===== src/rtl/mlk_pkg.sv =====
// Shared types, register indexes and the Morse pattern table for the keyer.
`default_nettype none
package mlk_pkg;

   localparam int unsigned TICK_W  = 16;
   localparam int unsigned CHAR_W  = 8;
   localparam int unsigned CSR_IDX_W = 2;
   localparam int unsigned SYM_CNT_W = 3;
   localparam int unsigned SYM_BITS_W = 4;

   localparam logic [CSR_IDX_W-1:0] CSR_DOT_TICKS        = 2'd0;
   localparam logic [CSR_IDX_W-1:0] CSR_DASH_TICKS       = 2'd1;
   localparam logic [CSR_IDX_W-1:0] CSR_SYMBOL_GAP_TICKS = 2'd2;
   localparam logic [CSR_IDX_W-1:0] CSR_LETTER_GAP_TICKS = 2'd3;

   localparam logic [CHAR_W-1:0] CHAR_UPPER_A = 8'h41;
   localparam logic [CHAR_W-1:0] CHAR_UPPER_Z = 8'h5A;
   localparam logic [CHAR_W-1:0] CHAR_LOWER_A = 8'h61;
   localparam logic [CHAR_W-1:0] CHAR_LOWER_Z = 8'h7A;

   // One classified character: symbol count (zero for a non-letter) and the
   // symbols first to last from bit 0 upward, 1 meaning dash.
   typedef struct packed {
      logic [SYM_CNT_W-1:0]  sym_count;
      logic [SYM_BITS_W-1:0] sym_bits;
   } letter_type;

   typedef struct packed {
      logic [TICK_W-1:0] dot_ticks;
      logic [TICK_W-1:0] dash_ticks;
      logic [TICK_W-1:0] symbol_gap_ticks;
      logic [TICK_W-1:0] letter_gap_ticks;
   } csr_type;

   function automatic letter_type morse_lookup(input logic [4:0] idx);
      letter_type l;
      case (idx)
         5'd0: l = '{3'd2, 4'h2};
         5'd1: l = '{3'd4, 4'h1};
         5'd2: l = '{3'd4, 4'h5};
         5'd3: l = '{3'd3, 4'h1};
         5'd4: l = '{3'd1, 4'h0};
         5'd5: l = '{3'd4, 4'h4};
         5'd6: l = '{3'd3, 4'h3};
         5'd7: l = '{3'd4, 4'h0};
         5'd8: l = '{3'd2, 4'h0};
         5'd9: l = '{3'd4, 4'hE};
         5'd10: l = '{3'd3, 4'h5};
         5'd11: l = '{3'd4, 4'h2};
         5'd12: l = '{3'd2, 4'h3};
         5'd13: l = '{3'd2, 4'h1};
         5'd14: l = '{3'd3, 4'h7};
         5'd15: l = '{3'd4, 4'h6};
         5'd16: l = '{3'd4, 4'hB};
         5'd17: l = '{3'd3, 4'h2};
         5'd18: l = '{3'd3, 4'h0};
         5'd19: l = '{3'd1, 4'h1};
         5'd20: l = '{3'd3, 4'h4};
         5'd21: l = '{3'd4, 4'h8};
         5'd22: l = '{3'd3, 4'h6};
         5'd23: l = '{3'd4, 4'h9};
         5'd24: l = '{3'd4, 4'hD};
         5'd25: l = '{3'd4, 4'h3};
         default: l = '{3'd0, 4'h0};
      endcase
      return l;
   endfunction

endpackage
`default_nettype wire


===== src/rtl/morse_letter_keyer_core.sv =====
// Top level of the Morse letter keyer: registers, front end, queue and back end.
`default_nettype none
// The keyer takes one ASCII character per transfer on the req_ channel and
// returns its Morse code as a run of key segments on the rsp_ channel, each
// segment carrying a key level, a duration in ticks and a last flag. Letters
// are matched without regard to case; every dot or dash yields a key-down
// segment followed by a key-up symbol gap, and each character closes with a
// key-up letter gap segment marked last. Any other code yields only that
// closing segment. The back end emits one segment per clock while rsp_ready
// is high, so a character of n symbols yields 2n+1 segments, at most nine,
// and that output sequencer sets the sustained rate. The front end classifies
// a character in the cycle it arrives and parks it in a queue of QUEUE_DEPTH
// entries, so new characters are taken while earlier ones are still being
// keyed and while a finished segment waits to be taken. The four duration
// registers are written through the csr_ port (index 0 dot, 1 dash, 2 symbol
// gap, 3 letter gap) and should only change while the keyer is idle.
module morse_letter_keyer_core
   import mlk_pkg::*;
#(
   parameter int unsigned QUEUE_DEPTH = 4
)
(
   input  wire logic                 clock,
   input  wire logic                 reset,
   input  wire logic                 csr_wr_en,
   input  wire logic [CSR_IDX_W-1:0] csr_index,
   input  wire logic [TICK_W-1:0]    csr_wr_data,
   input  wire logic                 req_valid,
   output logic                      req_ready,
   input  wire logic [CHAR_W-1:0]    req_char_code,
   output logic                      rsp_valid,
   input  wire logic                 rsp_ready,
   output logic                      rsp_key_level,
   output logic [TICK_W-1:0]         rsp_duration_ticks,
   output logic                      rsp_last_segment
);

   csr_type    csr_ff;
   logic       q_full;
   logic       q_empty;
   logic       q_push;
   logic       q_pop;
   letter_type q_wr_entry;
   letter_type q_rd_entry;

   // Duration registers; reset values give the classic 1:3 dot to dash ratio.
   always_ff @(posedge clock) begin
      if (reset) begin
         csr_ff.dot_ticks        <= TICK_W'(1);
         csr_ff.dash_ticks       <= TICK_W'(3);
         csr_ff.symbol_gap_ticks <= TICK_W'(1);
         csr_ff.letter_gap_ticks <= TICK_W'(2);
      end else if (csr_wr_en) begin
         case (csr_index)
            CSR_DOT_TICKS:        csr_ff.dot_ticks        <= csr_wr_data;
            CSR_DASH_TICKS:       csr_ff.dash_ticks       <= csr_wr_data;
            CSR_SYMBOL_GAP_TICKS: csr_ff.symbol_gap_ticks <= csr_wr_data;
            CSR_LETTER_GAP_TICKS: csr_ff.letter_gap_ticks <= csr_wr_data;
            default: ;
         endcase
      end
   end

   // The front end turns a character into a symbol count and dash mask.
   mlk_front u_front (
      .req_valid     (req_valid),
      .req_ready     (req_ready),
      .req_char_code (req_char_code),
      .q_full        (q_full),
      .q_push        (q_push),
      .q_wr_entry    (q_wr_entry)
   );

   // The queue decouples acceptance from keying so each side stalls alone.
   mlk_queue #(
      .DEPTH (QUEUE_DEPTH)
   ) u_queue (
      .clock    (clock),
      .reset    (reset),
      .push     (q_push),
      .wr_entry (q_wr_entry),
      .full     (q_full),
      .pop      (q_pop),
      .empty    (q_empty),
      .rd_entry (q_rd_entry)
   );

   // The back end steps through symbols and gaps, one segment per transfer.
   mlk_back u_back (
      .clock              (clock),
      .reset              (reset),
      .csr                (csr_ff),
      .q_empty            (q_empty),
      .q_rd_entry         (q_rd_entry),
      .q_pop              (q_pop),
      .rsp_valid          (rsp_valid),
      .rsp_ready          (rsp_ready),
      .rsp_key_level      (rsp_key_level),
      .rsp_duration_ticks (rsp_duration_ticks),
      .rsp_last_segment   (rsp_last_segment)
   );

endmodule
`default_nettype wire


===== src/rtl/mlk_front.sv =====
// Front end: accepts characters and classifies them into Morse patterns.
`default_nettype none
module mlk_front
   import mlk_pkg::*;
(
   input  wire logic              req_valid,
   output logic                   req_ready,
   input  wire logic [CHAR_W-1:0] req_char_code,
   input  wire logic              q_full,
   output logic                   q_push,
   output letter_type             q_wr_entry
);

   logic       is_upper;
   logic       is_lower;
   logic [CHAR_W-1:0] offset;
   letter_type pattern;

   always_comb begin
      is_upper = (req_char_code >= CHAR_UPPER_A) && (req_char_code <= CHAR_UPPER_Z);
      is_lower = (req_char_code >= CHAR_LOWER_A) && (req_char_code <= CHAR_LOWER_Z);
      offset   = is_lower ? (req_char_code - CHAR_LOWER_A) : (req_char_code - CHAR_UPPER_A);
      pattern  = morse_lookup(offset[4:0]);
      if (is_upper || is_lower) begin
         q_wr_entry = pattern;
      end else begin
         // Anything else sends only the letter gap.
         q_wr_entry = '{'0, '0};
      end
   end

   assign req_ready = !q_full;
   assign q_push    = req_valid && !q_full;

endmodule
`default_nettype wire


===== src/rtl/mlk_queue.sv =====
// Short queue of classified characters between the front and back ends.
`default_nettype none
module mlk_queue
   import mlk_pkg::*;
#(
   parameter int unsigned DEPTH = 4
)
(
   input  wire logic       clock,
   input  wire logic       reset,
   input  wire logic       push,
   input  letter_type      wr_entry,
   output logic            full,
   input  wire logic       pop,
   output logic            empty,
   output letter_type      rd_entry
);

   localparam int unsigned PTR_W = (DEPTH > 1) ? $clog2(DEPTH) : 1;
   localparam int unsigned CNT_W = $clog2(DEPTH + 1);

   letter_type             slot_ff [DEPTH];
   logic [PTR_W-1:0]       wr_ptr_ff, wr_ptr_in;
   logic [PTR_W-1:0]       rd_ptr_ff, rd_ptr_in;
   logic [CNT_W-1:0]       count_ff, count_in;

   assign full     = (count_ff == CNT_W'(DEPTH));
   assign empty    = (count_ff == '0);
   assign rd_entry = slot_ff[rd_ptr_ff];

   always_comb begin
      wr_ptr_in = wr_ptr_ff;
      rd_ptr_in = rd_ptr_ff;
      count_in  = count_ff;
      if (push) begin
         wr_ptr_in = (wr_ptr_ff == PTR_W'(DEPTH - 1)) ? '0 : wr_ptr_ff + 1'b1;
      end
      if (pop) begin
         rd_ptr_in = (rd_ptr_ff == PTR_W'(DEPTH - 1)) ? '0 : rd_ptr_ff + 1'b1;
      end
      if (push && !pop) begin
         count_in = count_ff + 1'b1;
      end else if (pop && !push) begin
         count_in = count_ff - 1'b1;
      end
   end

   always_ff @(posedge clock) begin
      if (reset) begin
         wr_ptr_ff <= '0;
         rd_ptr_ff <= '0;
         count_ff  <= '0;
      end else begin
         wr_ptr_ff <= wr_ptr_in;
         rd_ptr_ff <= rd_ptr_in;
         count_ff  <= count_in;
      end
   end

   always_ff @(posedge clock) begin
      if (push) begin
         slot_ff[wr_ptr_ff] <= wr_entry;
      end
   end

endmodule
`default_nettype wire


===== src/rtl/mlk_back.sv =====
// Back end: walks one pattern and emits its key segments through an output register.
`default_nettype none
module mlk_back
   import mlk_pkg::*;
(
   input  wire logic              clock,
   input  wire logic              reset,
   input  csr_type                csr,
   input  wire logic              q_empty,
   input  letter_type             q_rd_entry,
   output logic                   q_pop,
   output logic                   rsp_valid,
   input  wire logic              rsp_ready,
   output logic                   rsp_key_level,
   output logic [TICK_W-1:0]      rsp_duration_ticks,
   output logic                   rsp_last_segment
);

   logic                  active_ff, active_in;
   logic [SYM_CNT_W-1:0]  cnt_ff, cnt_in;
   logic [SYM_BITS_W-1:0] bits_ff, bits_in;
   logic                  gap_ff, gap_in;
   logic                  valid_ff, valid_in;
   logic                  level_ff, level_in;
   logic [TICK_W-1:0]     ticks_ff, ticks_in;
   logic                  last_ff, last_in;

   logic                  advance;
   logic [SYM_CNT_W-1:0]  cur_cnt;
   logic [SYM_BITS_W-1:0] cur_bits;
   logic                  cur_gap;

   always_comb begin
      advance  = !valid_ff || rsp_ready;
      q_pop    = advance && !active_ff && !q_empty;
      cur_cnt  = active_ff ? cnt_ff  : q_rd_entry.sym_count;
      cur_bits = active_ff ? bits_ff : q_rd_entry.sym_bits;
      cur_gap  = active_ff && gap_ff;

      active_in = active_ff;
      cnt_in    = cnt_ff;
      bits_in   = bits_ff;
      gap_in    = gap_ff;
      valid_in  = valid_ff;
      level_in  = level_ff;
      ticks_in  = ticks_ff;
      last_in   = last_ff;

      if (advance) begin
         if (active_ff || !q_empty) begin
            valid_in = 1'b1;
            if (cur_cnt == '0) begin
               level_in  = 1'b0;
               ticks_in  = csr.letter_gap_ticks;
               last_in   = 1'b1;
               active_in = 1'b0;
            end else if (!cur_gap) begin
               level_in  = 1'b1;
               ticks_in  = cur_bits[0] ? csr.dash_ticks : csr.dot_ticks;
               last_in   = 1'b0;
               active_in = 1'b1;
               cnt_in    = cur_cnt;
               bits_in   = cur_bits;
               gap_in    = 1'b1;
            end else begin
               level_in  = 1'b0;
               ticks_in  = csr.symbol_gap_ticks;
               last_in   = 1'b0;
               active_in = 1'b1;
               cnt_in    = cur_cnt - 1'b1;
               bits_in   = cur_bits >> 1;
               gap_in    = 1'b0;
            end
         end else begin
            valid_in = 1'b0;
         end
      end
   end

   always_ff @(posedge clock) begin
      if (reset) begin
         active_ff <= 1'b0;
         valid_ff  <= 1'b0;
         gap_ff    <= 1'b0;
      end else begin
         active_ff <= active_in;
         valid_ff  <= valid_in;
         gap_ff    <= gap_in;
      end
   end

   always_ff @(posedge clock) begin
      cnt_ff   <= cnt_in;
      bits_ff  <= bits_in;
      level_ff <= level_in;
      ticks_ff <= ticks_in;
      last_ff  <= last_in;
   end

   assign rsp_valid          = valid_ff;
   assign rsp_key_level      = level_ff;
   assign rsp_duration_ticks = ticks_ff;
   assign rsp_last_segment   = last_ff;

endmodule
`default_nettype wire


===== config.mk =====
export PLATFORM = sky130hd
export DESIGN_NAME = morse_letter_keyer_core
export DESIGN_NICKNAME = d
export VERILOG_FILES = /design/src/rtl/mlk_pkg.sv /design/src/rtl/morse_letter_keyer_core.sv /design/src/rtl/mlk_front.sv /design/src/rtl/mlk_queue.sv /design/src/rtl/mlk_back.sv
export SDC_FILE = /design/constraint.sdc
export NUM_CORES = 1
export LEC_CHECK = 0
export BUFFER_PORTS_ARGS = -buffer_cell sky130_fd_sc_hd__buf_2
export CAP_MARGIN = 20
export CORE_MARGIN = 2
export CORE_UTILIZATION = 59
export CTS_BUF_LIST = sky130_fd_sc_hd__clkbuf_16
export DETAILED_ROUTE_END_ITERATION = 8
export PLACE_DENSITY = 0.89
export SETUP_SLACK_MARGIN = 0.2
export SLEW_MARGIN = 5
export SYNTH_ARGS = -nofsm -noshare
export SYNTH_HDL_FRONTEND = slang
export SYNTH_SLANG_ARGS = --single-unit

===== constraint.sdc =====
create_clock -name clock -period 3.7 [get_ports clock]
set_clock_uncertainty 0.1 [all_clocks]
set_input_delay 0.37 -clock clock [delete_from_list [all_inputs] [get_ports clock]]
set_output_delay 0.37 -clock clock [all_outputs]
set_load 0.01 [all_outputs]

Yosys cells after proc, flatten, opt, wreduce, memory -nomap -nowiden
Memory sizes are Yosys's and may differ from the RTL's. A register that Yosys moved wholly into a read port is not among the register bits.
Index checks and enable logic that the tools add are counted.
W data, S select, Z words.
- bits in read-only memories: 224
- bits of input ports: 31
- output and inout port bits: 20
- memory bits (writable): 28
- register bits after elaboration: 99
- memories kept: 2
- multiplexer cells: 21
- equal/unequal tests: 6
- reductions and logical operators: 27
- $lt $le $gt $ge: 4
- add/subtract/negate cells: 7
- bitwise logic cells: 1
- memory list (name ; depth ; width ; rd ports ; clocked after Yosys merged registers in ; wr ports ; RTL line ; RTL):
    (name not given) ; 32 ; 7 ; 1 ; 0 ; 0 ; mlk_pkg.sv:37 ; case (idx)
    u_queue.slot_ff ; 4 ; 7 ; 1 ; 1 ; 1 ; mlk_queue.sv:22 ; letter_type slot_ff [DEPTH];
- operator list (kind ; count):
    $mux W16 ; 3
    $ge A8 B7 Y1 const B ; 2
    $le A8 B7 Y1 const B ; 2
    $mux W3 ; 5
    $reduce_and A2 Y1 ; 5
    $sub A5 B1 Y5 const B ; 2
    $eq A2 B2 Y1 const B ; 4
    $logic_and A1 B1 Y1 ; 8
    $mux W2 ; 4
    $mux W7 ; 1
    $logic_not A1 Y1 ; 6
    $logic_not A3 Y1 ; 2
    $mux W1 ; 6
    $sub A3 B1 Y3 const B ; 2
    $mux W5 ; 1
    $add A2 B1 Y2 const B ; 2
    $mux W4 ; 1
    $add A3 B1 Y3 const B ; 1
    $eq A3 B3 Y1 const B ; 1
    $logic_or A1 B1 Y1 ; 3
    $reduce_and A3 Y1 ; 1
    $eq A2 B1 Y1 const B ; 1
    $logic_not A2 Y1 ; 1
    $reduce_bool A2 Y1 ; 1
    $not A1 Y1 ; 1

Logic depth before layout (Yosys ltp)
Gate-level depths: netlist of run 1.
- word-level depth: 7
- depth in mapped cells: 10

Cells and area by module
Synthesis of run 1 repeated with hierarchy kept, for this count alone.
- cells, all modules: 612
- area, all modules: 6826.5 µm²
- modules (own cells, without submodules) (module ; area an instance (µm²) ; sequential area each (µm²) ; times used ; cells an instance):
    morse_letter_keyer_core ; 2549.9 ; 1281.2 ; 1 ; 232
    mlk_back ; 2003.2 ; 810.8 ; 1 ; 180
    mlk_queue ; 1453.9 ; 1021.0 ; 1 ; 81
    mlk_front ; 819.5 ; 0.0 ; 1 ; 119

Least setup slack after synthesis of run 1
No wires, ideal clock.
- path kind: register -> register
- start: register u_back.active_ff
- end: register u_back.bits_ff[0], enable pin
- slack: 872 ps
- cell stages (with the launch flop): 8
- setup time: 387 ps
- period minus slack after synthesis: 2828 ps
- required time: 3213 ps
- data arrival time: 2341 ps
- buffers on the path: 3
- path through: dfxtp_1 clkbuf_1 clkbuf_1 mux2i_1 ha_1 ha_1 buf_1 nor3_1
- longest elaborated chain between the ends: 4
- RTL lines (element ; RTL line ; RTL):
    start, declared ; mlk_back.sv:19 ; logic active_ff, active_in;
    start signal, assigned ; mlk_back.sv:86 ; active_ff <= active_in;
    $mux W3 ; mlk_back.sv:36 ; cur_cnt = active_ff ? cnt_ff : q_rd_entry.sym_count;
    $logic_not A3 Y1 ; mlk_back.sv:52 ; if (cur_cnt == '0) begin
    $not A1 Y1 (no line) ; - ;
    $reduce_and A3 Y1 (no line) (*) ; - ;
    end signal, assigned ; mlk_back.sv:94 ; bits_ff <= bits_in;
    end, declared ; mlk_back.sv:21 ; logic [SYM_BITS_W-1:0] bits_ff, bits_in;
Every way passes the cells marked *; elsewhere a longest branch is shown, timed or not.
A chain may end at the register's enable or synchronous reset.

==> run metrics, run 1 <==
vias in the first global route=4682; total setup buffers inserted after CTS=0; sw frac=0.3304; grt total ovfl=0; most common cell after layout, fill and taps aside=nand2_1; Setup-failing EPs final=0; Placed Instances=772; Max Buffers Root-to-Sink=2; Post-DRT Antenna Nets=0; Clock Power Share=0.322; DRC=0; share of layout cells above drive strength 1=0.1446; RD Place Congestion=0.8652; max_cap viols=0; simple logic cell fraction of the synthesized area=0.1796; CP endpoint=u_back.rsp_duration_ticks[14]; fin crit share=0.8290; largest net degree at the start of global routing=39; total CTS buffers=17; Critical Path Max Stage Delay=650 ps; final hold vios=0; Main synth FF type=dfxtp_1; Net Switching=1.595 mW; Max Slew Vio Count=0; Post-Route WL=14.65 mm; wire per inst=18.23 µm; post-synthesis adder-cell area fraction=0.03684; Seq cells post-synth=129; final instance area=6824 µm²; f_max=326.0 MHz; commonest non-fill, non-tap cells in the layout=nand2_1 (179), a21oi_1 (77), dfxtp_1 (76); asr flop ratio synth=0; post-synthesis xor/xnor area fraction=0.01591; Tmin final=3067 ps; combinational family with the most area after synthesis=simple AND/OR/NAND/NOR gates; outcome=finished clean; vias=4876; Final Util=0.6950; syn avg cell area=9.548 µm²; register area share after synthesis=0.5208; initial antenna violation count=0; crit path buf inv count=0; HP Class=in2reg; r2r setup slk=630 ps; setup TNS=0 ps; mux share of post-synthesis cell area=0.08269; total core area=9819 µm²; Resized cells post-CTS=0; die width=104.7 µm; Cell Int Power=3.233 mW; RSZ-0062 raised after global routing=false; die height=104.7 µm; worst-path fanout max=17; Seq pwr share=0.410; Comb pwr share=0.268; R2R cell count=6; # diodes=0; Yosys top cell area share=0.2663; Skew-Pair Late Insertion Delay=420 ps; synth-to-layout area growth=14.17%; peak supply drop=0.0004576 V; Nets=706; H-tree level count=4; Slew @ Worst Pin=825.3 ps; Mapped Cells=626; Final HPWL DP=9.169 mm; total track usage=0.2701; PwrDens=707.5 nW/µm²; DR pass1 iterations=6; Post-synth EDFFs=53; Distinct cells, synth=53; reg-to-reg endpoint=u_back.rsp_duration_ticks[14]; Synth area leaders=edfxtp_1 (27%), dfxtp_1 (25%), nand2_1 (11%); Mapped Area=5977 µm²; CTS tree=built; Setup crit start kind=register; first-pass GRT wire length=23.03 mm; cell taking the most area after synthesis=edfxtp_1; fillers=670; # hold bufs at CTS=0; Crit path top cell by count=ha_1; Synth Net Count=674; slowest CP cell=nand2b_1; worst path cell trace=mux4_1, mux2i_1, ha_1, ha_1, nand2b_1, o221ai_1; Top-Level Pins=51; CP Class=reg2reg; Clock Pin Slew Worst Setup and Hold Paths=60 ps; relative slew slack=0.4482; I/O Buffers=50; synthesis warning total=0; Crit. End Element=register; CTS Sinks=129; Vias per Instance=6.065; Layout Cells excl Fill=804; DP Area=6269 µm²; Arrival @ worst endpoint=3090 ps; CTS root buf=clkbuf_16; leakage=2.635 nW; largest delay contributor family on the critical path=multiplexers; die area=10950 µm²; Req. time, crit path=3720 ps; Initial Util=0.6087; site row count=36; CP Depth=6; DR iter-0 viols=531; post-synthesis compound-gate area fraction=0.1254
per-stage QoR:
stage          power (mW)  hold slack, ps  setup WS [ps]
2_1_floorplan       2.872           335.7          871.6
3_3_place_gp        3.150           340.7          785.7
3_5_place_dp        3.241           346.0          605.4
4_1_cts             4.807           113.3          642.4
5_1_grt             5.005           123.6          453.0
6_report            4.828           117.2          632.8
synth_stat cells (11+ instances only):
cell,instances
nand2_1,179
a21oi_1,77
dfxtp_1,76
edfxtp_1,53
clkbuf_1,39
mux2i_1,28
nor2_1,28
ha_1,16
o221ai_1,16
o21ai_0,13
inv_1,11
metal layers:
metal  global-route usage  wire length (µm)  share of wire
met2               0.4585              7280           0.50
met5                    0                 0              0
met4               0.1286               476          0.032
met1               0.3253              5647           0.39
met3              0.06238              1250          0.085
logic make-up (layout without fill, tap and decap cells):
family / count (synthesis) / in the layout
simple gates: 253 / 253
flops: 129 / 129
compound gates: 125 / 125
buf+inv: 55 / 100
mux: 37 / 37
fa+ha+maj: 17 / 17
xor+xnor: 10 / 10
worst register-to-register path, delay by kind of cell (launching register included):
kind / cells / cell delay (ps)
AO/OA/AOI/OAI: 1 / 280
adder cells (fa/ha/maj): 2 / 340
flip-flops: 1 / 570
multiplexers: 2 / 840
AND/OR/NAND/NOR: 1 / 650
worst min-delay path by stage:
stage	startpoint	endpoint	cells after the start
detailed placement	csr_ff[36]	csr_ff[36]	2
global route	csr_wr_data[7]	csr_ff[23]	3
CTS	csr_wr_data[0]	csr_ff[16]	3
global placement	csr_ff[41]	csr_ff[41]	2
finish	csr_wr_data[0]	csr_ff[16]	3
floorplan	csr_ff[34]	csr_ff[34]	2
power groups by stage:
stage | clock (mW) | sequential, mW | combinational [mW]
floorplan | 0 | 1.97 | 0.899
global placement | 0 | 1.98 | 1.17
detailed placement | 0 | 2.00 | 1.24
CTS | 1.55 | 1.98 | 1.28
global route | 1.61 | 2.00 | 1.39
finish | 1.56 | 1.98 | 1.29
layout make-up:
| cell class | instances | area, µm² | area share |
|---|---|---|---|
| sequential | 129 | 3113 | 0.4562 |
| inverter | 11 | 41.29 | 0.006051 |
| clock buffer | 19 | 475.5 | 0.06967 |
| clock inverter | 13 | 80.08 | 0.01173 |
| timing repair buffer | 57 | 310.3 | 0.04547 |
| multi-input combinational | 442 | 2638 | 0.3865 |
| tap | 133 | 166.4 | 0.02439 |
sequential cells by signal (all words and copies together) (netlist names), named ones only:
signal                     cells
u_queue.count_ff               3
u_queue.wr_ptr_ff              2
u_queue.rd_ptr_ff              2
u_back.bits_ff                 4
u_back.rsp_key_level           1
u_back.active_ff               1
u_back.gap_ff                  1
u_back.rsp_duration_ticks     16
u_back.rsp_last_segment        1
u_back.cnt_ff                  3
u_queue.slot_ff               28
u_back.rsp_valid               1
csr_ff                        64
(Power assumes the default switching activity.)
==> run 2, diff against run 1 <==
==> constraint.sdc (replaced) <==
create_clock -name clock -period 2.9 [get_ports clock]
set_clock_uncertainty 0.1 [all_clocks]
set_input_delay 0.29 -clock clock [delete_from_list [all_inputs] [get_ports clock]]
set_output_delay 0.29 -clock clock [all_outputs]
set_load 0.01 [all_outputs]
==> run metrics, run 2 (synthesis gave the netlist of run 1 again) <==
outcome=finished clean; Nets=712; Top-Level Pins=51; total setup buffers inserted after CTS=0; largest delay contributor family on the critical path=multiplexers; sw frac=0.3269; vias=4726; vias in the first global route=4771; H-tree level count=4; CTS tree=built; fin crit share=0.8929; Net Switching=2.027 mW; die height=104.7 µm; gr busiest metal=met2; peak supply drop=0.0004141 V; Setup-failing EPs final=0; Vias per Instance=5.835; CTS Sinks=129; grt total ovfl=0; RD Place Congestion=0.9031; # diodes=0; Reg with most FFs=csr_ff; Resized cells post-CTS=0; CP Depth=7; Clock Power Share=0.324; # hold bufs at CTS=0; worst hold start=csr_wr_data[6]; Max Slew Vio Count=0; most common cell after layout, fill and taps aside=nand2_1; Cell Int Power=4.174 mW; synth-to-layout area growth=15.24%; CP Class=reg2reg; Setup crit start kind=register; max_cap viols=0; first-pass GRT wire length=22.51 mm; wire per inst=17.04 µm; die width=104.7 µm; DR pass1 iterations=6; leakage=2.663 nW; CTS root buf=clkbuf_16; Comb pwr share=0.274; slowest CP cell=mux4_1; commonest non-fill, non-tap cells in the layout=nand2_1 (179), a21oi_1 (77), dfxtp_1 (75); crit path buf inv count=1; max reg flops=64; die area=10950 µm²; worst-path fanout max=17; met3 usage=0.06425; reg-to-reg endpoint=u_back.rsp_duration_ticks[8]; site row count=36; Slew @ Worst Pin=845.4 ps; Skew-Pair Late Insertion Delay=410 ps; worst path cell trace=mux4_1, mux2i_1, ha_1, ha_1, nand2b_1, buf_4, o221ai_1; Critical Path Max Stage Delay=600 ps; grt met1 use=0.3141; PwrDens=900.3 nW/µm²; R2R cell count=7; Crit. End Element=register; DR iter-0 viols=363; Seq pwr share=0.401; Arrival @ worst endpoint=2630 ps; WHS Endpoint=csr_ff[38]; Post-DRT Antenna Nets=0; RSZ-0062 raised after global routing=false; Tmin final=2589 ps; HP Class=in2reg; final hold vios=0; Req. time, crit path=2940 ps; total CTS buffers=17; Final HPWL DP=8.718 mm; total track usage=0.2599; setup TNS=0 ps; r2r setup slk=310 ps; relative slew slack=0.4347; DRC=0; share of layout cells above drive strength 1=0.1581; I/O Buffers=50; met2 Use GR=0.4477; f_max=386.2 MHz; Post-Route WL=13.80 mm; largest net degree at the start of global routing=75; Initial Util=0.6087; Crit path top cell by count=ha_1; Clock Pin Slew Worst Setup and Hold Paths=60 ps; Final Util=0.7015; Hold Crit Depth=3; Max Buffers Root-to-Sink=2; total core area=9819 µm²; initial antenna violation count=0
==> run 2: per-stage QoR <==
step                cell area (µm²)  power, mW  hold slack [ps]  worst slack [ps]  std cells
global route                   6888      6.473            40.37             213.3        810
detailed placement             6311      4.170            347.2             24.56        778
CTS                            6880      6.189            34.99             286.0        810
global placement               6311      4.069            340.6             291.4        778
finish                         6888      6.201            45.99             310.6        810
floorplan                      5984      3.674            311.0             207.2        626
==> run 2: worst max path at each step <==
stage / slack, ps / start / to
2_1_floorplan: 210 / register / u_back.rsp_duration_ticks[10]
3_3_place_gp: 290 / req_char_code[1] / u_queue.slot_ff[2][2]
3_5_place_dp: 20 / req_char_code[1] / u_queue.slot_ff[2][2]
4_1_cts: 290 / register / u_back.rsp_duration_ticks[8]
5_1_grt: 210 / register / u_back.rsp_duration_ticks[13]
6_report: 310 / register / u_back.rsp_duration_ticks[8]
==> run 2: area by class of cell <==
class | instances | area [µm²]
multi-input cells | 442 | 2645
well taps | 133 | 166.4
inverters | 11 | 41.29
fillers | 688 | 2932
clock buffers | 19 | 475.5
clock inverters | 13 | 93.84
repair buffers | 63 | 351.6
flip-flops and latches | 129 | 3114
==> run 2: metal layers <==
| metal | wire [µm] | share of wire |
|---|---|---|
| met1 | 5496 | 0.40 |
| met2 | 7069 | 0.51 |
| met3 | 1038 | 0.075 |
| met4 | 198 | 0.014 |
| met5 | 0 | 0 |
==> run 2: worst reg2reg max path, delay by kind of cell (launching register included) <==
kind            cells  cell delay, ps
simple gates        1             150
flops               1             410
buf+inv             1             260
fa+ha+maj           2             440
compound gates      1             160
mux                 2             800
==> run 2: power groups by stage <==
| stage | logic [mW] | clock network (mW) | registers, mW |
|---|---|---|---|
| final | 1.70 | 2.01 | 2.49 |
| after floorplan | 1.16 | 0 | 2.52 |
| after CTS | 1.68 | 2.03 | 2.48 |
| after global placement | 1.57 | 0 | 2.50 |
| after global routing | 1.84 | 2.11 | 2.52 |
| after detailed placement | 1.65 | 0 | 2.52 |
==> run 3, diff against run 2 <==
--- a/config.mk
+++ b/config.mk
@@ -7,6 +7,7 @@
 export LEC_CHECK = 0
 export BUFFER_PORTS_ARGS = -buffer_cell sky130_fd_sc_hd__buf_2
 export CAP_MARGIN = 20
+export CORE_ASPECT_RATIO = 1.4
 export CORE_MARGIN = 2
 export CORE_UTILIZATION = 59
 export CTS_BUF_LIST = sky130_fd_sc_hd__clkbuf_16
==> run metrics, run 3 (synthesis gave the netlist of run 1 again) <==
final hold vios=0; synth-to-layout area growth=15.66%; Storage cell area=3117 µm²; r2r setup slk=380 ps; fillers=706; Tmin final=2524 ps; WHS Endpoint=csr_ff[36]; Arrival @ worst endpoint=2570 ps; wire per inst=17.66 µm; Skew-Pair Late Insertion Delay=420 ps; CP Class=reg2reg; # diodes=0; Reg with most FFs=csr_ff; f_max=396.2 MHz; Clock Power Share=0.332; vias in the first global route=4959; sw frac=0.3136; Seq pwr share=0.403; total core area=9899 µm²; Initial Util=0.6038; DR pass1 iterations=6; total CTS buffers=17; DP Area=6326 µm²; Cell Int Power=4.297 mW; site row count=43; max reg flops=64; PwrDens=905.6 nW/µm²; first-pass GRT wire length=22.80 mm; Req. time, crit path=2950 ps; I/O Buffers=50; Vias per Instance=6.002; Post-Route WL=14.34 mm; CTS tree=built; most common cell after layout, fill and taps aside=nand2_1; RSZ-0062 raised after global routing=false; relative slew slack=0.3882; worst hold start=csr_wr_data[4]; CTS root buf=clkbuf_16; vias=4874; R2R cell count=7; Hold Crit Depth=3; setup TNS=0 ps; die height=123.1 µm; outcome=finished clean; RD Place Congestion=0.8662; share of layout cells above drive strength 1=0.1536; reg-to-reg endpoint=u_back.rsp_duration_ticks[14]; Clock Pin Slew Worst Setup and Hold Paths=50 ps; worst-path fanout max=17; Max Buffers Root-to-Sink=2; die area=10960 µm²; die width=89.07 µm; largest net degree at the start of global routing=41; Comb pwr share=0.265; CTS Sinks=129; DR iter-0 viols=321; Setup-failing EPs final=0; Net Switching=1.963 mW; Setup crit start kind=register; Final HPWL DP=9.459 mm; H-tree level count=4; peak supply drop=0.0003782 V; Post-DRT Antenna Nets=0; Nets=712; final instance area=6913 µm²; grt total ovfl=0; Max Slew Vio Count=0; leakage=2.667 nW; total track usage=0.2757; HP Class=in2reg; commonest non-fill, non-tap cells in the layout=nand2_1 (179), a21oi_1 (77), dfxtp_1 (75); initial antenna violation count=0; DRC=0; multi-input logic area=2649 µm²; Slew @ Worst Pin=915.0 ps; Top-Level Pins=51; fin crit share=0.8702; max_cap viols=0; Crit. End Element=register
==> run 3: cell types whose count changed in the layout (fill, tap and decap cells not counted), moves of 2 or more <==
cell       previous run  this run
inv_6                 5         0
bufinv_16             0         3
clkbuf_16            19        17
clkinv_2              1         3
inv_4                 2         0
clkinv_1              1         4
==> run 3: cell type report <==
class,instances,share of cell area
inverter,11,0.005973
timing repair buffer,63,0.05213
clock buffer,17,0.06154
sequential,129,0.4509
tap,135,0.02443
clock inverter,15,0.02190
multi-input combinational,442,0.3832
==> run 3: worst max path at each step <==
stage                           from                            end  slack (ps)
floorplan                   register  u_back.rsp_duration_ticks[10]         210
global placement    req_char_code[0]          u_queue.slot_ff[2][4]         270
detailed placement  req_char_code[0]          u_queue.slot_ff[0][3]         200
CTS                         register  u_back.rsp_duration_ticks[14]         310
global route                register  u_back.rsp_duration_ticks[14]         230
finish                      register  u_back.rsp_duration_ticks[14]         380
==> run 3: repair_timing <==
action,4_1_cts,5_1_grt
hold buffers,0,0
setup endpoints to repair,8,17
setup buffers,0,0
gates resized for setup,1,3
hold endpoints to repair,0,0
==> run 3: power by group through the flow <==
| stage | Clock, mW | Sequential, mW | Combinational [mW] |
|---|---|---|---|
| final | 2.08 | 2.52 | 1.66 |
| after global routing | 2.16 | 2.56 | 1.81 |
| after CTS | 2.08 | 2.52 | 1.65 |
| after detailed placement | 0 | 2.54 | 1.62 |
| after global placement | 0 | 2.51 | 1.54 |
| after floorplan | 0 | 2.52 | 1.16 |
==> run 3: critical path, stage by stage, from the launching register on <==
cell and delay, ps:
dfxtp_4 410, mux4_1 580, mux2i_2 210, ha_1 190, ha_1 220, nand2b_1 130
buf_4 230, o221ai_1 160
==> run 3: layer usage <==
layer | track usage | vias to the layer above | wire length, µm
met5 | 0 | - | 0
met4 | 0.1810 | 0 | 709
met3 | 0.05073 | 65 | 906
met2 | 0.5107 | 228 | 7909
met1 | 0.2710 | 2322 | 4814
li1 | - | 2259 | -
==> run 3: per-stage QoR <==
stage,total power [mW],worst slack (ps),std cells,util,hold slack [ps]
2_1_floorplan,3.674,207.2,626,-,311.0
3_3_place_gp,4.054,273.4,780,0.6390,341.0
3_5_place_dp,4.165,203.3,780,0.6390,347.2
4_1_cts,6.245,309.0,812,0.6974,36.48
5_1_grt,6.532,227.9,812,0.6983,46.72
6_report,6.260,376.3,812,0.6983,39.75
